## config.mk

```make
export PLATFORM = sky130hd
export DESIGN_NAME = tmp_split_mul
export DESIGN_NICKNAME = d
export VERILOG_FILES = /design/src/design/tridiagonal_matrix_product_core_macros.svh /design/src/design/tmp_pkg.sv /design/src/design/tmp_split_mul.sv
export SDC_FILE = /design/constraint.sdc
export NUM_CORES = 2
export LEC_CHECK = 0
export BUFFER_PORTS_ARGS = -buffer_cell sky130_fd_sc_hd__buf_4
export CAP_MARGIN = 20
export CORE_MARGIN = 5
export CORE_UTILIZATION = 45
export DETAILED_ROUTE_END_ITERATION = 12
export PLACE_DENSITY_LB_ADDON = 0.25
export SYNTH_ARGS = -nofsm -noshare
export SYNTH_HDL_FRONTEND = slang
export SYNTH_SLANG_ARGS = --single-unit
```

## constraint.sdc

```tcl
create_clock -name vclk -period 10.5
set_input_delay 1.05 -clock vclk [all_inputs]
set_output_delay 1.05 -clock vclk [all_outputs]
set_load 0.01 [all_outputs]
```

## src/design/tridiagonal_matrix_product_core_macros.svh

```systemverilog
// ---------------------------------------------------------------------------
// Tridiagonal matrix product core: assertion macros
// Concurrent checks on clk with the synchronous reset masking them.
// ---------------------------------------------------------------------------
`ifndef TRIDIAGONAL_MATRIX_PRODUCT_CORE_MACROS_SVH
`define TRIDIAGONAL_MATRIX_PRODUCT_CORE_MACROS_SVH

`ifndef SYNTHESIS
// property holds at every edge outside reset
`define TMP_ASSERT(lbl, prop, msg) \
  lbl: assert property (@(posedge clk) disable iff (!rst_n) (prop)) \
    else $error(msg);
// consequence follows the cause (non-overlapping implication)
`define TMP_ASSERT_NEXT(lbl, cause, effect, msg) \
  lbl: assert property (@(posedge clk) disable iff (!rst_n) (cause) |=> (effect)) \
    else $error(msg);
`else
`define TMP_ASSERT(lbl, prop, msg)
`define TMP_ASSERT_NEXT(lbl, cause, effect, msg)
`endif

`endif

```

## src/design/tmp_pkg.sv

```systemverilog
// ---------------------------------------------------------------------------
// Tridiagonal matrix product package
// Default widths and the row tag that travels with each band row.
// ---------------------------------------------------------------------------
package tmp_pkg;

  localparam int TMP_WORD_WIDTH = 32;
  localparam int TMP_FRAC_BITS  = 16;
  localparam int TMP_ROW_W      = 16;
  localparam int TMP_SIZE_W     = 16;

  typedef struct packed {
    logic [TMP_ROW_W-1:0] row;
    logic                 last_run;
    logic                 done;
  } tag_t;

endpackage

```

## src/design/tmp_split_mul.sv

```systemverilog
// ---------------------------------------------------------------------------
// Split signed multiplier
// Forms a * b as two partial products over the low and high halves of b.
// ---------------------------------------------------------------------------
module tmp_split_mul
  import tmp_pkg::*;
#(
  parameter int WORD_WIDTH = TMP_WORD_WIDTH
) (
  input  logic signed [WORD_WIDTH-1:0]                  a,
  input  logic signed [WORD_WIDTH-1:0]                  b,
  output logic signed [WORD_WIDTH+WORD_WIDTH/2:0]       p_lo,
  output logic signed [2*WORD_WIDTH-WORD_WIDTH/2-1:0]   p_hi
);

  localparam int H = WORD_WIDTH / 2;

  // low half is unsigned, high half carries the sign
  assign p_lo = a * $signed({1'b0, b[H-1:0]});
  assign p_hi = a * $signed(b[WORD_WIDTH-1:H]);

endmodule

```

==> impl_metrics.env <==
export IMPL_status="completed"
export IMPL_yosys_area_top_type="fa_1"
export IMPL_viasPerCell=5.12
export IMPL_syn_inst=4170
export IMPL_cp_end_kind="primary output"
export IMPL_min_path_type="input port to primary output"
export IMPL_critPathRequiredTime_ns=9.45
export IMPL_worstMarginPinSlew_ns=1.04
export IMPL_core_um2=79300
export IMPL_ant_nets=0
export IMPL_finalSetupViolations=0
export IMPL_dieHeight_um=293
export IMPL_vias=26500
export IMPL_slew_headroom_pct=30.2
export IMPL_drv_cap=0
export IMPL_grt_use_total_pct=21.7
export IMPL_report_final_hold_viol_count=0
export IMPL_min_from="b[16]"
export IMPL_yosysWarnings=0
export IMPL_grt_max_degree=33
export IMPL_start_util_pct=45.5
export IMPL_portBuffers=161
export IMPL_layout_min_cycle_time_ns=9.15
export IMPL_drt_wl_total_um=90200
export IMPL_dpl_cell_count=5176
export IMPL_cp_max_fo=32
export IMPL_yosysMostFrequentCell="inv_1"
export IMPL_crit_chain="buf_4, nand2_1, fa_1, inv_1, fa_1, inv_1, fa_1, inv_1, fa_1, fa_1, inv_1, fa_1, inv_1, ha_1, nand4_1, nor3_1, o2111ai_1, o211a_1, o221ai_2, a21oi_1, o31ai_2, a21oi_1, or3b_1, buf_4"
export IMPL_post_cts_setup_buffers=0
export IMPL_drive_gt1_share_pct=4.41
export IMPL_crit_arrival_ns=8.10
export IMPL_cp_common_cell="fa_1"
export IMPL_gp_congestion=0.845
export IMPL_first_pass_iters=5
export IMPL_startpoint_type="input port"
export IMPL_crit_start="b[8]"
export IMPL_drc=0
export IMPL_synthTopCellsByArea="fa_1 (54%), inv_1 (12%), ha_1 (8.0%)"
export IMPL_nFlopsAndLatches=0
export IMPL_post_cts_resized=0
export IMPL_first_global_vias=29000
export IMPL_instances_no_fill=5177
export IMPL_syn_area_per_cell_um2=8.64
export IMPL_synth_nets=5440
export IMPL_synth_area_um2=36000
export IMPL_fin_crit_sh_pct=87.1
export IMPL_finalSetupTns_ns=0
export IMPL_netlist_top_cells_count="inv_1 (1165), fa_1 (975), nand2_1 (659)"
export IMPL_antenna_found_initial=2
export IMPL_cp_slowest_stage_delay_ns=0.59
export IMPL_slowest_stage="fa_1"
export IMPL_max_freq_mhz=109
export IMPL_cts_hold_fix_buffers=0
export IMPL_yosysSeqAreaShare_pct=0
export IMPL_ys_types=64
export IMPL_synth_top_cell_area_share_pct=54.2
export IMPL_rsz0062_at_grt="false"
export IMPL_dieArea_um2=85900
export IMPL_post_drt_wl_per_cell_um=17.4
export IMPL_io_pins=161
export IMPL_critPathKind="input port to primary output"
export IMPL_grt_remaining_overflow=0
export IMPL_num_nets_final=5398
export IMPL_slew_violations=0
export IMPL_grt_pass1_wl_um=151000
export IMPL_hpwl_um=71200
export IMPL_rows=103
export IMPL_n_clock_buffer=0
export IMPL_die_x_um=293
export IMPL_drt_iter0_drc=1216
export IMPL_syn_to_final_growth_pct=4.88
export IMPL_ff_latch_area_um2=0
==> kinds of logic after synthesis <==
group | count (synthesis) | share of synthesized area [%]
buf+inv | 1373 | 14.3
simple gates | 1223 | 16.0
fa+ha+maj | 1206 | 62.2
compound gates | 271 | 5.11
xor+xnor | 96 | 2.33
mux | 1 | 0.0278
==> per-layer routing <==
metal | global-route usage, % | vias to the layer above | wire, um
met4 | 3.86 | 2 | 1970
met1 | 27.4 | 14100 | 35900
li1 | - | 11800 | -
met2 | 41.5 | 527 | 49100
met3 | 1.19 | 117 | 3210
met5 | 0 | - | 13
==> through the flow <==
step	cell area, um^2	setup slack (ns)	hold slack, ns	utilization [%]
final	37800	1.35	2.65	47.7
after global routing	37800	1.02	2.69	47.7
after CTS	37800	1.45	2.66	47.7
after detailed placement	37800	1.47	2.66	47.7
after global placement	37800	1.54	2.67	47.7
after floorplan	36000	2.47	2.25	-
==> cell type report <==
cell class	count	area [um^2]
Timing Repair Buffer	164	1230
Multi-Input combinational cell	2797	30900
Inverter	1165	4370
Tap cell	1050	1310
Antenna cell	1	2.50
Fill cell	7868	41500
==> cells in the final DEF, fill, tap and decap left out, drive strengths merged, types with 3 or more instances in the layout <==
cell type | Yosys | routed
o21bai | 15 | 15
nand4 | 12 | 12
and2 | 395 | 395
or3 | 3 | 3
o221ai | 5 | 5
o31ai | 8 | 8
nor3b | 4 | 4
o31a | 3 | 3
o21ai | 42 | 42
a31oi | 6 | 6
fa | 975 | 975
nor3 | 16 | 16
xnor2 | 73 | 73
nor2b | 6 | 6
or2 | 3 | 3
ha | 231 | 231
a31o | 3 | 3
a21o | 47 | 47
xor2 | 23 | 23
a41oi | 4 | 4
nor4 | 3 | 3
o211ai | 6 | 6
buf | 3 | 164
a211oi | 13 | 13
o211a | 4 | 4
a21oi | 85 | 85
nand2b | 10 | 10
a2111o | 3 | 3
inv | 1165 | 1165
nand3 | 22 | 22
nor2 | 79 | 79
nand2 | 659 | 659
and3 | 4 | 4
o21a | 8 | 8
a211o | 4 | 4
==> critical path, delay by kind of cell <==
family / cells / cell delay (ns)
fa+ha+maj: 7 / 3.47
compound gates: 6 / 1.69
simple gates: 4 / 1.02
buf+inv: 7 / 0.84
==> worst paths after layout <==
| path | slack, ns | cells after the start | end |
|---|---|---|---|
| hold / removal | 2.65 | 3 | p_hi[0] |
| setup / recovery | 1.35 | 24 | p_lo[48] |
Power is not shown: default switching activity piles up to over one toggle a cycle in this logic, so the estimate is an artifact.
