--- src/design/tridiagonal_matrix_product_core_macros.svh ---
// ---------------------------------------------------------------------------
// Tridiagonal matrix product core: assertion macros
// Concurrent checks on clk with the synchronous reset masking them.
// ---------------------------------------------------------------------------
`ifndef TRIDIAGONAL_MATRIX_PRODUCT_CORE_MACROS_SVH
`define TRIDIAGONAL_MATRIX_PRODUCT_CORE_MACROS_SVH

`ifndef SYNTHESIS
// property holds at every edge outside reset
`define TMP_ASSERT(lbl, prop, msg) \
  lbl: assert property (@(posedge clk) disable iff (!rst_n) (prop)) \
    else $error(msg);
// consequence follows the cause (non-overlapping implication)
`define TMP_ASSERT_NEXT(lbl, cause, effect, msg) \
  lbl: assert property (@(posedge clk) disable iff (!rst_n) (cause) |=> (effect)) \
    else $error(msg);
`else
`define TMP_ASSERT(lbl, prop, msg)
`define TMP_ASSERT_NEXT(lbl, cause, effect, msg)
`endif

`endif

--- src/design/tmp_pkg.sv ---
// ---------------------------------------------------------------------------
// Tridiagonal matrix product package
// Default widths and the row tag that travels with each band row.
// ---------------------------------------------------------------------------
package tmp_pkg;

  localparam int TMP_WORD_WIDTH = 32;
  localparam int TMP_FRAC_BITS  = 16;
  localparam int TMP_ROW_W      = 16;
  localparam int TMP_SIZE_W     = 16;

  typedef struct packed {
    logic [TMP_ROW_W-1:0] row;
    logic                 last_run;
    logic                 done;
  } tag_t;

endpackage

--- src/design/tmp_round_sat.sv ---
// ---------------------------------------------------------------------------
// Round and saturate
// Rounds an exact sum to FRAC_BITS (half up) and clips it to the word.
// ---------------------------------------------------------------------------
module tmp_round_sat
  import tmp_pkg::*;
#(
  parameter int WORD_WIDTH = TMP_WORD_WIDTH,
  parameter int FRAC_BITS  = TMP_FRAC_BITS
) (
  input  logic signed [2*WORD_WIDTH+1:0] sum,
  output logic signed [WORD_WIDTH-1:0]   value,
  output logic                           clip
);

  localparam int SW = 2 * WORD_WIDTH + 2;
  localparam int RW = ((SW > FRAC_BITS + 1) ? SW : FRAC_BITS + 1) + 1;
  localparam logic signed [RW-1:0] HALF = (RW'(1) << FRAC_BITS) >> 1;
  localparam logic signed [WORD_WIDTH-1:0] MAX_VAL = {1'b0, {(WORD_WIDTH-1){1'b1}}};
  localparam logic signed [WORD_WIDTH-1:0] MIN_VAL = {1'b1, {(WORD_WIDTH-1){1'b0}}};

  logic signed [RW-1:0]        rnd;
  logic signed [RW-1:0]        shf;
  logic [RW-WORD_WIDTH:0]      top_bits;
  logic                        fits;

  always_comb begin
    rnd      = RW'(sum) + HALF;
    shf      = rnd >>> FRAC_BITS;
    top_bits = shf[RW-1:WORD_WIDTH-1];
    fits     = (&top_bits) || (~|top_bits);
    clip     = !fits;
    if (fits) begin
      value = shf[WORD_WIDTH-1:0];
    end else if (rnd[RW-1]) begin
      value = MIN_VAL;
    end else begin
      value = MAX_VAL;
    end
  end

endmodule
--- config.mk ---
export PLATFORM = sky130hd
export DESIGN_NAME = tmp_round_sat
export DESIGN_NICKNAME = d
export VERILOG_FILES = /design/src/design/tridiagonal_matrix_product_core_macros.svh /design/src/design/tmp_pkg.sv /design/src/design/tmp_round_sat.sv
export SDC_FILE = /design/constraint.sdc
export NUM_CORES = 1
export LEC_CHECK = 0
export BUFFER_PORTS_ARGS = -buffer_cell sky130_fd_sc_hd__buf_4
export CAP_MARGIN = 20
export CORE_ASPECT_RATIO = 1.5
export CORE_UTILIZATION = 40
export DETAILED_ROUTE_END_ITERATION = 8
export PLACE_DENSITY = 0.7
export SLEW_MARGIN = 0
export SYNTH_ARGS = -nofsm -noshare
export SYNTH_HDL_FRONTEND = slang
export SYNTH_SLANG_ARGS = --single-unit
--- constraint.sdc ---
create_clock -name vclk -period 7.2
set_clock_uncertainty 0.1 [all_clocks]
set_input_delay 0.36 -clock vclk [all_inputs]
set_output_delay 0.36 -clock vclk [all_outputs]
set_load 0.01 [all_outputs]
==> results of run 1 <==
## power by group
group | switching (mW) | internal, mW | total [mW]
clock | 0 | 0 | 0
combinational | 0.0514 | 0.0480 | 0.0993
sequential | 0 | 0 | 0
## logic make-up after synthesis
family,share of synthesized area
and+or+nand+nor,0.476
AOI/OAI and AO/OA,0.223
xor gates and xnor gates,0.183
buffers and inverters,0.0757
muxes,0.0354
adders and majority gates,0.00707
## layout make-up
cell class	instances	area [um^2]	area share
multi-input cells	241	1640	0.691
repair buffers	85	638	0.269
well taps	46	57.6	0.0243
inverters	10	37.5	0.0158
## Yosys cell counts, drive strengths merged
cell | instances | share of area
or3 | 3 | 0.011
and2 | 4 | 0.014
mux2 | 2 | 0.013
a22oi | 1 | 0.0042
nand4b | 2 | 0.0099
xnor2 | 18 | 0.089
or2 | 2 | 0.0071
xor2 | 19 | 0.094
o41ai | 1 | 0.0092
nor3b | 1 | 0.0042
a31oi | 4 | 0.014
nand3 | 16 | 0.052
nand4 | 22 | 0.081
and3 | 11 | 0.039
nand2b | 1 | 0.0035
o311a | 1 | 0.0057
ha | 1 | 0.0071
buf | 8 | 0.040
nor4 | 8 | 0.032
clkbuf | 7 | 0.015
nor2 | 19 | 0.040
o22ai | 1 | 0.0035
o21ai | 3 | 0.0085
nand2 | 29 | 0.062
inv | 10 | 0.021
mux2i | 4 | 0.023
nor3 | 10 | 0.028
a21oi | 34 | 0.16
a211o | 1 | 0.0050
or4 | 8 | 0.036
nor2b | 2 | 0.0071
o31ai | 3 | 0.013
and4 | 9 | 0.045
nand3b | 1 | 0.0042
## metal layers
metal,vias to the layer above,GRT usage,part of all wire
met5,-,0,0
met4,0,0.0399,0.015
met1,1034,0.254,0.39
met3,8,0.0155,0.041
li1,1135,-,-
met2,65,0.443,0.55
## through the flow
stage,std cells,cell area [um^2]
final,382,2370
after global routing,382,2370
after CTS,382,2370
after detailed placement,382,2370
after global placement,382,2370
after floorplan,266,1770
## final timing paths
path / to / slack, ns
min: value[31] / 1.01
max: value[19] / 2.61
==> metrics, run 1 <==
Avg Cell Area, Syn=6.65 um^2; die footprint=4700 um^2; Synth Warn #=0; ordered list of cells on the worst path=buf_4, nand4_1, or4_1, nor4_1, nand3_1, xor2_1, nand3_1, or4_1, and3_2, a21oi_2, buf_4; register area=0 um^2; largest net degree at the start of global routing=33; post-layout worst setup margin=2.61 ns; Power, Total=0.0993 mW; CTS resizes=0; GRT Overall Usage=0.223; Final ANT Viol Nets=0; CP max-delay cell=nor4_1; Final GP Congestion=0.891; # clk buffers=0; DRC Markers=0; Vias/cell=5.87; sequential-to-total area share from yosys stat=0; commonest cells after routing, fill and taps aside=buf_4, a21oi_2, nand2_1; Layout Nets=405; Final Max Tran Viols=0; Post-Syn Instances=266; GRT overflow=0; Max-Cap Viols=0; Distinct cells, synth=42; initial core utilization=0.417; hold wc startpoint=sum[65]; Syn Nets=333; Final min period=4.59 ns; Worst Tran Pin Value=0.973 ns; static leakage=0.887 nW; ANT cells=0; Place WS=2.62 ns; synth-to-layout area growth=33.9%; Final period util=0.638; RSZ-0062 raised after global routing=false; die width=56.3 um; initial antenna violation count=0; vias in the first global route=2043; Relative slew margins=0.346; setup TNS=0 ns; maximum clock rate=218 MHz; worst-path fanout max=31; Critical path origin=sum[25]; post-CTS setup buffer count=0; number of fill cells=440; Port Buffer Count=84; Hold Vio Cnt, Final=0; core footprint=4250 um^2; crit path kind=input pin to output pin; Hold Crit Depth=4; share of layout cells above drive strength 1=0.372; final core utilization=0.558; drt pass-1 iters=4; HPWL after DPL=4410 um; run status=finished clean; Hold Buf Count CTS=0; Worst path max stage delay=0.84 ns; Critical Path RT=6.74 ns; mapped cell area=1770 um^2; element type at the critical path start=input pin; setup violators final=0; DR vias=2242; pwr/cell area=41.9 nW/um^2; Peak VDD IR=0.0272 mV; CP Capture Type=output pin; I/O pins=99; critical path arrival=4.13 ns; WP buf/inv=2; Crit path max-delay family=simple AND/OR/NAND/NOR gates; WL final=5390 um; first-pass GRT wire length=8910 um; commonest non-fill, non-tap cell in the layout=buf_4; sequential cell count=0; wire per inst=14.1 um; initial DRC count=82; Hold Crit Class=input pin to output pin; Worst path depth=11; Die Y=83.5 um; # rows=29; Min Hold Slack=1.01 ns
Power figures use the tool's default switching activity.
==> run 2, diff against run 1 <==
- PLACE_DENSITY: 0.7 -> 0.73
- clock period: 7.2 -> 3.9 ns (I/O delays scaled with it)
==> metrics, run 2 (synthesis gave the netlist of run 1 again) <==
run status=finished clean; register area=0 um^2 (unchanged); Relative slew margins=0.552 (+0.207); core footprint=4250 um^2 (unchanged); GRT Overall Usage=0.234 (+0.0107); post-CTS setup buffer count=0 (unchanged); die footprint=4700 um^2 (unchanged); maximum clock rate=271 MHz; crit path kind=input pin to output pin; Worst Tran Pin Value=0.666 ns (-0.307 ns); Final GP Congestion=0.832 (-6.6%); ordered list of cells on the worst path=buf_4, nand3_4, or4_1, or4_4, o41ai_2, nand4b_1, nand4b_1, or4_1, and3_2, buf_12, a21oi_1, buf_4; Critical Path End=value[0]; commonest non-fill, non-tap cell in the layout=buf_4; CP Capture Type=output pin; I/O pins=99 (unchanged); GRT overflow=0 (unchanged); Max-Cap Viols=0 (unchanged); static leakage=0.942 nW (+6.2%); WP buf/inv=3 (+1); sw power=0.0956 mW (+86%); DR vias=2311 (+3.1%); drt pass-1 iters=4 (unchanged); Worst path max stage delay=0.57 ns (-0.27 ns); # clk buffers=0 (unchanged); commonest cells after routing, fill and taps aside=buf_4, a21oi_2, nand2_1; WL final=5440 um (+0.91%); Die Y=83.5 um (unchanged); Power, Total=0.187 mW (+88%); Hold Buf Count CTS=0 (unchanged); Final min period=3.69 ns; Vias/cell=5.90 (+0.45%); DRC Markers=0 (unchanged); # rows=29 (unchanged); largest net degree at the start of global routing=33 (unchanged); Logic pwr share=1.000 (about the same); wire per inst=13.9 um (-1.7%); Hold Crit Class=input pin to output pin; HPWL after DPL=4530 um (+2.7%); Critical Path RT=3.61 ns (-3.13 ns); Hold Crit Depth=4 (unchanged); CP max-delay cell=or4_1; initial antenna violation count=0 (unchanged); vias in the first global route=2238 (+9.5%); initial DRC count=83 (+1.2%); worst-path fanout max=31 (unchanged); ANT cells=0 (unchanged); Final period util=0.946; element type at the critical path start=input pin; die width=56.3 um (unchanged); initial core utilization=0.417 (unchanged); Port Buffer Count=84 (unchanged); Final ANT Viol Nets=0 (unchanged); critical path arrival=3.39 ns (-0.74 ns); synth-to-layout area growth=39.6%; Pint=0.0913 mW (+90%); CTS resizes=0 (unchanged); Crit path max-delay family=simple AND/OR/NAND/NOR gates; Hold Vio Cnt, Final=0 (unchanged); Reg power frac=0 (unchanged); Layout Nets=415 (+2.5%); pwr/cell area=75.7 nW/um^2 (+80%); Worst path depth=12 (+1); clock share of power=0 (unchanged); Final Max Tran Viols=0 (unchanged); setup TNS=0 ns (unchanged); Peak VDD IR=0.0534 mV (+97%); share of layout cells above drive strength 1=0.390 (+0.0181); Critical path origin=sum[18]; RSZ-0062 raised after global routing=false; sw frac=0.511 (-0.00580); setup violators final=0 (unchanged); sequential cell count=0 (unchanged); first-pass GRT wire length=9430 um (+5.8%)
-- run 2: cell count changes in the layout (fill, tap and decap cells not counted), sizes merged --
cell / change
buf: +10
-- run 2: power groups by stage --
stage,Sequential (mW),Clock (mW),Combinational [mW]
floorplan,0,0,0.0848
global placement,0,0,0.184
detailed placement,0,0,0.186
CTS,0,0,0.187
global route,0,0,0.204
finish,0,0,0.187
-- run 2: final cells by class --
class	count	area (um^2)
Fill cell	439	1780
Inverter	10	37.5
Multi-Input combinational cell	241	1640
Timing Repair Buffer	95	738
Tap cell	46	57.6
-- run 2: stage by stage --
| step | cell area, um^2 | setup WS (ns) | std cells | utilization | hold WS, ns |
|---|---|---|---|---|---|
| 5_1_grt | 2470 | 0.0532 | 392 | 0.582 | 0.689 |
| 6_report | 2470 | 0.212 | 392 | 0.582 | 0.678 |
| 2_1_floorplan | 1770 | 0.454 | 266 | - | 0.387 |
| 3_3_place_gp | 2470 | 0.233 | 392 | 0.582 | 0.673 |
| 3_5_place_dp | 2470 | 0.214 | 392 | 0.582 | 0.673 |
| 4_1_cts | 2470 | 0.209 | 392 | 0.582 | 0.674 |
-- run 2: per-layer routing --
layer  up-vias  wire, um  share of wire  global-route usage
li1       1152         -              -                   -
met1      1074      2110           0.39               0.261
met2        75      3040           0.56               0.472
met3        10       207          0.038              0.0124
met4         0        85          0.016              0.0421
met5         -         0              0                   0
-- run 2: worst min path at each step --
stage	from	to	slack (ns)
CTS	sum[65]	value[31]	0.67
floorplan	sum[65]	value[31]	0.39
global route	sum[65]	value[31]	0.69
detailed placement	sum[65]	value[31]	0.67
finish	sum[65]	value[31]	0.68
global placement	sum[65]	value[31]	0.67
==> run 3, diff against run 2 <==
- BUFFER_PORTS_ARGS: -buffer_cell sky130_fd_sc_hd__buf_4 -> -buffer_cell sky130_fd_sc_hd__buf_2
- GPL_ROUTABILITY_DRIVEN: default -> 0
- REMOVE_ABC_BUFFERS: default -> 1
==> metrics, run 3 (synthesis gave the netlist of run 1 again) <==
I/O pins=99 (unchanged); share of layout cells above drive strength 1=0.394 (+0.00350); Hold Buf Count CTS=0 (unchanged); CP Capture Type=output pin; GR Util met1=0.236 (-0.0254); CP max-delay cell=or4_1; Crit path max-delay family=simple AND/OR/NAND/NOR gates; GRT Overall Usage=0.228 (-0.00568); vias in the first global route=2136 (-4.6%); WP buf/inv=3 (unchanged); Design Area, Final=2270 um^2 (-7.9%); Final Max Tran Viols=0 (unchanged); die width=56.3 um (unchanged); Multi-input gate area=1640 um^2 (unchanged); GRT overflow=0 (unchanged); commonest cells after routing, fill and taps aside=buf_2, a21oi_2, nand2_1; Relative slew margins=0.514 (-0.0380); core footprint=4250 um^2 (unchanged); Logic pwr share=1.000 (about the same); Port Buffer Count=84 (unchanged); CTS resizes=0 (unchanged); worst-path fanout max=27 (-13%); run status=finished clean; element type at the critical path start=input pin; register area=0 um^2 (unchanged); initial core utilization=0.417 (unchanged); Final ANT Viol Nets=0 (unchanged); Hold Vio Cnt, Final=0 (unchanged); number of fill cells=438 (-0.23%); first-pass GRT wire length=9060 um (-4.0%); Die Y=83.5 um (unchanged); maximum clock rate=266 MHz (-1.7%); static leakage=0.878 nW (-6.8%); sw power=0.0963 mW (+0.77%); RSZ-0062 raised after global routing=false; critical path arrival=3.46 ns (+0.07 ns); Final period util=0.962 (+0.0166); largest net degree at the start of global routing=29 (-12%); post-CTS setup buffer count=0 (unchanged); post-layout worst setup margin=0.147 ns (-0.0646 ns); placed inst area=2270 um^2 (-7.9%); Critical Path RT=3.61 ns (about the same); initial antenna violation count=0 (unchanged); die footprint=4700 um^2 (unchanged); initial DRC count=49 (-41%); Peak VDD IR=0.0528 mV (-1.2%); Final min period=3.75 ns (+0.0646 ns); wire per inst=14.2 um (+2.3%); Place WS=0.164 ns (-0.0499 ns); sequential cell count=0 (unchanged); HPWL after DPL=4660 um (+2.9%); gr busiest metal=met2; # clk buffers=0 (unchanged); Min Hold Slack=0.677 ns (-0.000358 ns); setup violators final=0 (unchanged); ANT cells=0 (unchanged); drt pass-1 iters=4 (unchanged); Reg power frac=0 (unchanged); # rows=29 (unchanged); Worst path max stage delay=0.54 ns (-0.03 ns); Pint=0.0677 mW (-26%); DRC Markers=0 (unchanged); pwr/cell area=72.1 nW/um^2 (-4.7%); met3 Use GR=0.0295 (+0.0171); Hold Crit Class=input pin to output pin; clock share of power=0 (unchanged); Layout Nets=417 (+0.48%); Vias/cell=5.89 (-0.16%); Max-Cap Viols=0 (unchanged); synth-to-layout area growth=28.6%; ordered list of cells on the worst path=buf_2, nand4_2, or4_1, or4_4, o41ai_2, nand4b_1, nand4b_1, or4_1, and3_2, buf_12, a21oi_2, buf_2; crit path kind=input pin to output pin; sw frac=0.587 (+0.0760); WL final=5600 um (+2.9%); grt met2 use=0.438 (-0.0335); commonest non-fill, non-tap cell in the layout=buf_2; Worst Tran Pin Value=0.722 ns (+0.0565 ns); DR vias=2319 (+0.35%)
run 3: cell types whose count changed in the layout (fill, tap and decap cells not counted):
cell,before,now
buf_4,93,11
buf_2,0,84
run 3: path summary, 6_finish.rpt:
kind,cells past startpoint,end,start
min,4,value[31],sum[65]
max,12,value[17],sum[21]
run 3: per-layer routing:
| layer | vias up | routed length (um) | part of all wire |
|---|---|---|---|
| met4 | 0 | 252 | 0.045 |
| met2 | 92 | 2870 | 0.51 |
| met1 | 1044 | 2110 | 0.38 |
| li1 | 1164 | - | - |
| met5 | - | 0 | 0 |
| met3 | 19 | 367 | 0.066 |
run 3: power by group through the flow:
stage	sequential (mW)	combinational, mW	clock, mW
finish	0	0.164	0
global route	0	0.179	0
CTS	0	0.163	0
detailed placement	0	0.162	0
global placement	0	0.160	0
floorplan	0	0.0788	0
run 3: layout make-up:
type / count / share of cell area
Multi-Input combinational cell: 241 / 0.719
Timing Repair Buffer: 97 / 0.239
Tap cell: 46 / 0.0253
Inverter: 10 / 0.0165
run 3: per-stage QoR:
step           TNS (ns)  power (mW)  cells  utilization
2_1_floorplan     -1.02      0.0788    251            -
3_3_place_gp          0       0.160    394        0.536
3_5_place_dp          0       0.162    394        0.536
4_1_cts               0       0.163    394        0.536
5_1_grt               0       0.179    394        0.536
6_report              0       0.164    394        0.536
run 3: worst min-delay path, cell delays in order:
cell     delay [ns]
buf_2          0.14
o41ai_2        0.07
inv_1          0.05
buf_2          0.13
